==> config.mk <==
export PLATFORM = sky130hd
export DESIGN_NAME = crm_ctrl
export DESIGN_NICKNAME = d
export VERILOG_FILES = /design/src/sv/crm_pkg.sv /design/src/sv/crm_ctrl.sv
export SDC_FILE = /design/constraint.sdc
export NUM_CORES = 1
export LEC_CHECK = 0
export BUFFER_PORTS_ARGS = -buffer_cell sky130_fd_sc_hd__buf_2
export CAP_MARGIN = 20
export CELL_PAD_IN_SITES_DETAIL_PLACEMENT = 0
export CELL_PAD_IN_SITES_GLOBAL_PLACEMENT = 2
export CORE_MARGIN = 1.5
export CORE_UTILIZATION = 23
export CTS_CLUSTER_DIAMETER = 30
export DETAILED_ROUTE_END_ITERATION = 8
export PLACE_DENSITY = 0.78
export SLEW_MARGIN = 20
export SYNTH_ARGS = -nofsm -noshare
export SYNTH_HDL_FRONTEND = slang
export SYNTH_SLANG_ARGS = --single-unit
==> constraint.sdc <==
create_clock -name clk -period 1.4 [get_ports clk]
set_input_delay 0.07 -clock clk [delete_from_list [all_inputs] [get_ports clk]]
set_output_delay 0.07 -clock clk [all_outputs]
set_load 0.005 [all_outputs]
==> src/sv/crm_pkg.sv <==
// shared types and constants for the convolution, relu and max-pool unit
// no dependencies
package crm_pkg;

    localparam int MaxRows     = 32;
    localparam int MaxCols     = 32;
    localparam int MaxChannels = 4;
    localparam int MaxKernel   = 5;

    localparam int ImgDepth = MaxChannels * MaxRows * MaxCols;
    localparam int KerDepth = MaxChannels * MaxKernel * MaxKernel;
    localparam int ImgAw    = $clog2(ImgDepth);
    localparam int KerAw    = $clog2(KerDepth);

    // request kinds
    localparam logic [1:0] KIND_WEIGHT = 2'd0;
    localparam logic [1:0] KIND_PIXEL  = 2'd1;
    localparam logic [1:0] KIND_POOL   = 2'd2;

    // register indexes
    localparam logic [2:0] REG_BIAS     = 3'd0;
    localparam logic [2:0] REG_ROWS     = 3'd1;
    localparam logic [2:0] REG_COLS     = 3'd2;
    localparam logic [2:0] REG_CHANNELS = 3'd3;
    localparam logic [2:0] REG_KERNEL   = 3'd4;

    // commands from controller to datapath
    typedef struct packed {
        logic       start;     // load request fields, clear position
        logic       pos_init;  // acc = bias, clear tap counters
        logic       tap_step;  // issue one tap read and advance counters
        logic       mac;       // multiply-accumulate the registered reads
        logic       pos_done;  // fold result into running maximum
        logic       out_load;  // move maximum to output register
    } crm_cmd_t;

    // status from datapath to controller
    typedef struct packed {
        logic taps_last;  // current tap is the last of the position
        logic pos_last;   // current position is the fourth
    } crm_stat_t;

endpackage

==> src/sv/crm_ctrl.sv <==
// controller: request decode and sequencing of taps, positions and result
// depends on crm_pkg
module crm_ctrl
(
    input  logic                clk,
    input  logic                rst_n,
    input  logic                in_valid,
    output logic                in_ready,
    input  logic [1:0]          in_kind,
    input  logic [1:0]          in_channel,
    input  logic [4:0]          in_row,
    input  logic [4:0]          in_col,
    input  logic [5:0]          rows,
    input  logic [5:0]          cols,
    input  logic [2:0]          chans,
    input  logic [2:0]          ksize,
    output logic                out_valid,
    input  logic                out_ready,
    output logic                wr_img,
    output logic                wr_ker,
    output crm_pkg::crm_cmd_t   cmd,
    input  crm_pkg::crm_stat_t  stat
);

    localparam logic [2:0] ST_IDLE  = 3'd0;
    localparam logic [2:0] ST_INIT  = 3'd1;
    localparam logic [2:0] ST_TAPS  = 3'd2;
    localparam logic [2:0] ST_DRAIN = 3'd3;
    localparam logic [2:0] ST_DONE  = 3'd4;
    localparam logic [2:0] ST_OUT   = 3'd5;

    logic [2:0] state_reg, state_next;
    logic [1:0] drain_reg, drain_next;
    logic       out_valid_reg, out_valid_next;
    logic       accept, in_ch_ok, pool_ok, no_taps;

    // request accepted while idle; a held result only blocks the output load
    assign in_ready = (state_reg == ST_IDLE);
    assign accept   = in_valid && in_ready;
    assign in_ch_ok = ({1'b0, in_channel} < chans);
    assign wr_ker = accept && (in_kind == crm_pkg::KIND_WEIGHT) && in_ch_ok
                 && (in_row < {2'b0, ksize}) && (in_col < {2'b0, ksize});
    assign wr_img = accept && (in_kind == crm_pkg::KIND_PIXEL) && in_ch_ok
                 && ({1'b0, in_row} < rows) && ({1'b0, in_col} < cols);
    assign pool_ok = ({1'b0, in_row} < (rows >> 1)) && ({1'b0, in_col} < (cols >> 1));
    // no channel or no kernel tap: each sum is the bias alone
    assign no_taps = (chans == 3'd0) || (ksize == 3'd0);
    assign out_valid = out_valid_reg;

    always_comb
    begin
        state_next     = state_reg;
        drain_next     = drain_reg;
        out_valid_next = out_valid_reg;
        cmd            = '0;
        if (out_valid_reg && out_ready)
            out_valid_next = 1'b0;
        unique case (state_reg)
            ST_IDLE:
            begin
                if (accept && in_kind == crm_pkg::KIND_POOL && pool_ok)
                begin
                    cmd.start  = 1'b1;
                    state_next = ST_INIT;
                end
            end
            ST_INIT:
            begin
                cmd.pos_init = 1'b1;
                state_next   = no_taps ? ST_DONE : ST_TAPS;
            end
            ST_TAPS:
            begin
                cmd.tap_step = 1'b1;
                cmd.mac      = 1'b1;
                if (stat.taps_last)
                begin
                    drain_next = '0;
                    state_next = ST_DRAIN;
                end
            end
            ST_DRAIN:
            begin
                // read and multiply stages still in flight
                cmd.mac    = 1'b1;
                drain_next = drain_reg + 2'd1;
                if (drain_reg == 2'd1)
                    state_next = ST_DONE;
            end
            ST_DONE:
            begin
                cmd.pos_done = 1'b1;
                state_next   = stat.pos_last ? ST_OUT : ST_INIT;
            end
            ST_OUT:
            begin
                // wait until the output register is free or being emptied
                if (!out_valid_reg || out_ready)
                begin
                    cmd.out_load   = 1'b1;
                    out_valid_next = 1'b1;
                    state_next     = ST_IDLE;
                end
            end
            default:
            begin
                state_next = ST_IDLE;
            end
        endcase
    end

    always_ff @(posedge clk or negedge rst_n)
    begin
        if (!rst_n)
        begin
            state_reg     <= ST_IDLE;
            drain_reg     <= '0;
            out_valid_reg <= 1'b0;
        end
        else
        begin
            state_reg     <= state_next;
            drain_reg     <= drain_next;
            out_valid_reg <= out_valid_next;
        end
    end

endmodule

# Yosys cells after proc, flatten, opt, wreduce, memory -nomap -nowiden
# Cells that the tools add are included.
[op_classes]
n_lt_le_gt_ge = 7
reduce_logical = 24
n_mux = 20
n_eq_ne = 12
add_sub_neg = 1
[op_table]
columns = ["operator", "count"]
rows = [
  ["2-to-1 mux 3 bit", 6],
  ["case mux 3 bit (6 select lines)", 1],
  ["logical AND 1 bit", 13],
  ["< comparator 5 x 6 -> 1 bit", 2],
  ["2-to-1 mux 1 bit", 11],
  ["< comparator 5 x 3 -> 1 bit", 2],
  ["< comparator 5 bit", 2],
  ["zero test 3 bit", 3],
  ["equality test 3 x 2 -> 1 bit (second input constant)", 2],
  ["equality test 3 bit (second input constant)", 2],
  ["!= test 2 bit (second input constant)", 3],
  ["equality test 2 x 1 -> 1 bit (second input constant)", 2],
  ["case mux 2 bit (2 select lines)", 1],
  ["AND reduction 4 bit", 1],
  ["equality test 3 x 1 -> 1 bit (second input constant)", 1],
  ["< comparator 2 x 3 -> 1 bit", 1],
  ["adder 2 x 1 -> 2 bit (second input constant)", 1],
  ["equality test 2 bit (second input constant)", 1],
  ["zero test 2 bit", 1],
  ["logical OR 1 bit", 2],
  ["2-to-1 mux 2 bit", 1],
  ["!= test 2 x 1 -> 1 bit (second input constant)", 1],
  ["AND reduction 2 bit", 1],
  ["nonzero test 2 bit", 1],
  ["2 further kinds", 2],
]
[totals]
out_inout_bits = 10
input_bits = 38
reg_bits = 6

# Longest topological paths before layout
[depth]
ltp_word = 6
ltp_mapped = 7
ltp_nobuf = 7

# Least setup slack after synthesis
# Ideal clock, no wire load.
[synth_timing]
path_kind = "register -> register"
startpoint = "register state_reg[0]"
endpoint = "register state_reg[0]"
period_less_slack_ps = 1329
path_stages_with_launch = 6
n_path_buf = 0
setup_time_ps = 65
path_slack_ps = 71
arrival_ps = 1264
required_time_ps = 1335
path_cell_list = "dfrtp_1 nor3_4 nand4_1 a221oi_2 o22a_1 o22a_1"
[synth_between]
elab_chain_len = 6
[synth_rtl]
columns = ["item", "line", "rtl"]
rows = [
  ["start: declaration", "crm_ctrl.sv:32", "logic [2:0] state_reg, state_next;"],
  ["start signal: assignment", "crm_ctrl.sv:122", "state_reg <= state_next;"],
  ["zero test 3 bit *", "crm_ctrl.sv:38", "assign in_ready = (state_reg == ST_IDLE);"],
  ["net in_ready", "crm_ctrl.sv:8", "output logic in_ready,"],
  ["logical AND 1 bit", "crm_ctrl.sv:39", "assign accept = in_valid && in_ready;"],
  ["logical AND 1 bit (2 in series)", "crm_ctrl.sv:61", "if (accept && in_kind == crm_pkg::KIND_POOL && pool_ok)"],
  ["!= test 2 x 1 -> 1 bit (no source line)", "-", ""],
  ["AND reduction 4 bit (no source line)", "-", ""],
]
# The timed path passes the listed nets; every way through them passes the cells marked *.
# A chain may end at the register's enable or synchronous reset.

# Worst setup path after layout
[layout_timing]
startpoint = "register state_reg[2]"
endpoint = "output wr_img"
[layout_between]
elab_chain_len = 6
[layout_rtl]
columns = ["item", "line", "rtl"]
rows = [
  ["zero test 3 bit", "crm_ctrl.sv:38", ""],
  ["logical AND 1 bit", "crm_ctrl.sv:39", ""],
  ["logical AND 1 bit (2 in series)", "crm_ctrl.sv:43", "assign wr_img = accept && (in_kind == crm_pkg::KIND_PIXEL) && in_ch_ok"],
  ["logical AND 1 bit (2 in series)", "crm_ctrl.sv:44", "&& ({1'b0, in_row} < rows) && ({1'b0, in_col} < cols);"],
  ["end: declaration", "crm_ctrl.sv:19", "output logic wr_img,"],
]
# Every way passes these cells.

==> results.yml <==
critical_path:
  timing.critical_path.fanout_max: 2
  cp_data_required_time_ps: 1330
  critical_path.n_buffers_inverters: 1
  timing.critical_path.max_delay_family: "simple AND/OR/NAND/NOR gates"
  criticalPathCategory: "flop to primary output"
  worstReg2RegStart: "state_reg[2]$_DFFE_PN0P_"
  endpoint_of_the_worst_register_to_register_path: "state_reg[0]$_DFFE_PN0P_"
  worst_path_largest_cell_delay_ps: 400
  rrSetupSlack_ps: -130
  worstPathCellList: "nor3_4 > nand2_1 > nor2_1 > o21ai_1 > nor4_1 > buf_2"
  critical_path.startpoint_type: "flop"
  cp.arrival_ps: 1500
  cp-end-kind: "primary output"
  critical_path.slowest_cell: "dfrtp_1"
  rr_worst_depth: 8
synth:
  mappedNetlistArea_sq_um: 939.7
  ys.warnings.count: 0
  synth_sequential_area_ratio: 0.1598
  number_of_library_cell_types_mapped_by_synthesis: 27
  postSynthRegisterBits: 6
  synth_cells: 123
  avgSynthCellArea_sq_um: 7.639
  synth_fp_nets: 183
power_and_ir_drop:
  total_switching_power_mw: 0.6074
  p_seq_frac: 0.214
  clkPwrFrac: 0.175
  share_of_total_power_in_combinational_logic: 0.611
  p_total_mw: 1.513
  static_leak_nw: 0.7630
  power_density_mw_per_mm2: 1090
  p_int_mw: 0.9053
  switching_share: 0.4015
  power.ir.vdd_worst_v: 0.0007963
worst_hold_path:
  min_path_cells: 3
  hp-class: "input port to flop"
  worst_hold_startpoint: "out_ready"
  min_to: "out_valid$_DFF_PN0_"
placed_design:
  port_buffers: 47
  placed_cells_incl_taps: 228
  dp.final_hpwl_um: 2487
  gp_routability_congestion: 0.7632
route:
  antenna_left: 0
  routed_wirelength_um: 2857
  detail_route.wl_per_cell_um: 12.11
  detailedRoute.firstIterationViolations: 34
  drt_drc_violations_left: 0
  dr.pass1.iters: 4
  via_per_inst: 4.581
  detailroute.via_count: 1081
floorplanning:
  fp.dieArea_sq_mm: 0.004478
  floorplan.die.height_um: 66.92
  floorplan.initialDensity: 0.2366
  placement_rows: 23
  die_width_um: 66.92
  design.portCount: 48
  floorplan.core_area_sq_mm: 0.003971
final_layout:
  num_antenna_cells: 0
  n_fill_cell: 465
  largest_register_ff_count: 3
  instances_no_fill: 236
  syn2layout_area_growth_pct: 47.67
  layout_commonest_cell: "buf_2"
  num-nets-final: 248
  layout-drive-gt1-share: 0.3656
  layout_common_cells: "buf_2 (47), ha_1 (22), inv_1 (18)"
  final_util: 0.3494
timing:
  final_critical_path_setup_slack_ps: -167.0
  report.final.setup_viol: 4
  period_share: 1.119
  maxClockFrequency_mhz: 638.2
  timing.clock.skew_ps: 1.621
  timing.final.max_slew_violations: 0
  worst_pin_slew_ps: 338.9
  grt_setup_unrepaired: "yes"
  timing_hold_violations_final: 0
  tightest_slew_margin_relative_to_the_limit: 0.7717
  finalWorstPathRequiredPeriod_ps: 1567
  worst_hold_slack_ps: 168.4
clock_tree:
  cts_tree: "built"
  max-clock-path-buffers: 2
  clkSinkCount: 6
  cts_buffers: 3
  insertion_delay_ps: 220
  clk_transition_reported_paths_ps: 40
  cts_max_level: 1
  root_buffer: "clkbuf_8"
run_status:
  violations: "negative setup slack"
  run_status: "finished with violations"
global_route:
  grt_max_degree: 15
  first_global_vias: 1160
  grt.overflow.total: 0
  antenna_found_initial: 0
  grt_use_total: 0.1348
  grt_first_pass_wirelength_um: 4671
job:
  max-cap-violations: 0
==> power groups by stage <==
| stage | sequential [mW] | combinational, mW | clock [mW] |
|---|---|---|---|
| after floorplan | 0.318 | 0.549 | 0 |
| final | 0.323 | 0.925 | 0.265 |
| after CTS | 0.325 | 0.944 | 0.266 |
| after global placement | 0.323 | 0.853 | 0 |
| after global routing | 0.333 | 1.08 | 0.269 |
| after detailed placement | 0.326 | 0.887 | 0 |
==> timing repair <==
action,4_1_cts,5_1_grt
hold buffers,1,0
setup buffers,4,0
pin swaps,4,0
hold endpoints to repair,6,0
endpoints found under the setup margin,4,6
gates cloned,0,0
resized for setup,2,1
==> worst reg2reg max path, delay by kind of cell (launching register included) <==
kind,cells,cell delay (ps)
DFF,1,400
buffers and inverters,3,370
AOI/OAI and AO/OA,3,430
and+or+nand+nor,2,270
==> synth_stat cells <==
cell type  number  area [sq um]
nor3b_1         2         15.01
nand2b_1        5         31.28
and2_1          2         12.51
ha_1           22         275.3
a221oi_2        1         15.01
buf_2           1         5.000
nor3_1          4         20.02
nor3_4          1         16.27
dfrtp_1         6         150.1
a21oi_1        10         50.05
o22a_1          2         17.52
clkbuf_1        1         3.750
a21boi_0        3         22.52
nand3b_1        1         7.510
nand2_1        11         41.29
nand4_1         2         12.51
a311oi_1        1         8.760
nor4_1          3         18.77
nor4b_1         1         8.760
buf_6           1         11.26
inv_1          18         67.56
nor2b_1         3         18.77
nor2_1          8         30.03
o2111ai_1       1         8.760
a211o_1         1         8.760
a22oi_1         1         7.510
o21ai_0        11         55.05
==> through the flow <==
step           setup TNS [ps]  cell area [sq um]  setup slack (ps)
2_1_floorplan               0              939.7             70.61
3_3_place_gp           -120.2               1300            -77.38
3_5_place_dp           -206.9               1300            -114.1
4_1_cts                -635.6               1385            -204.7
5_1_grt                -917.6               1388            -246.7
6_report               -512.4               1388            -167.0
==> layer usage <==
layer  share of wire  track usage  up-vias
met5               0            0        -
met4          0.0084      0.03827        0
met3           0.089      0.02196        5
met2            0.50       0.2675       38
met1            0.40       0.1430      480
li1                -            -      558
==> worst max path at each step <==
stage	depth (start not counted)	endpoint	from	slack [ps]
finish	6	wr_img	state_reg[2]$_DFFE_PN0P_	-170
floorplan	5	state_reg[0]$_DFFE_PN0P_	state_reg[0]$_DFFE_PN0P_	70
global route	8	state_reg[0]$_DFFE_PN0P_	state_reg[2]$_DFFE_PN0P_	-250
detailed placement	7	state_reg[0]$_DFFE_PN0P_	in_row[2]	-110
CTS	6	wr_img	state_reg[2]$_DFFE_PN0P_	-200
global placement	6	wr_img	state_reg[1]$_DFFE_PN0P_	-80
==> cells by family after synthesis <==
group	Yosys count	share of synthesized area
fa+ha+maj	22	0.2929
simple gates	43	0.2477
flops	6	0.1598
buf+inv	21	0.09319
compound gates	31	0.2064
==> cell type report <==
type | instances | area (sq um) | area share
Multi-Input combinational cell | 96 | 704.4 | 0.5077
Timing Repair Buffer | 63 | 361.6 | 0.2606
Sequential cell | 6 | 150.1 | 0.1082
Inverter | 18 | 67.56 | 0.04869
Tap cell | 50 | 62.56 | 0.04509
Clock buffer | 3 | 41.29 | 0.02976
Power figures use the tool's default switching activity.
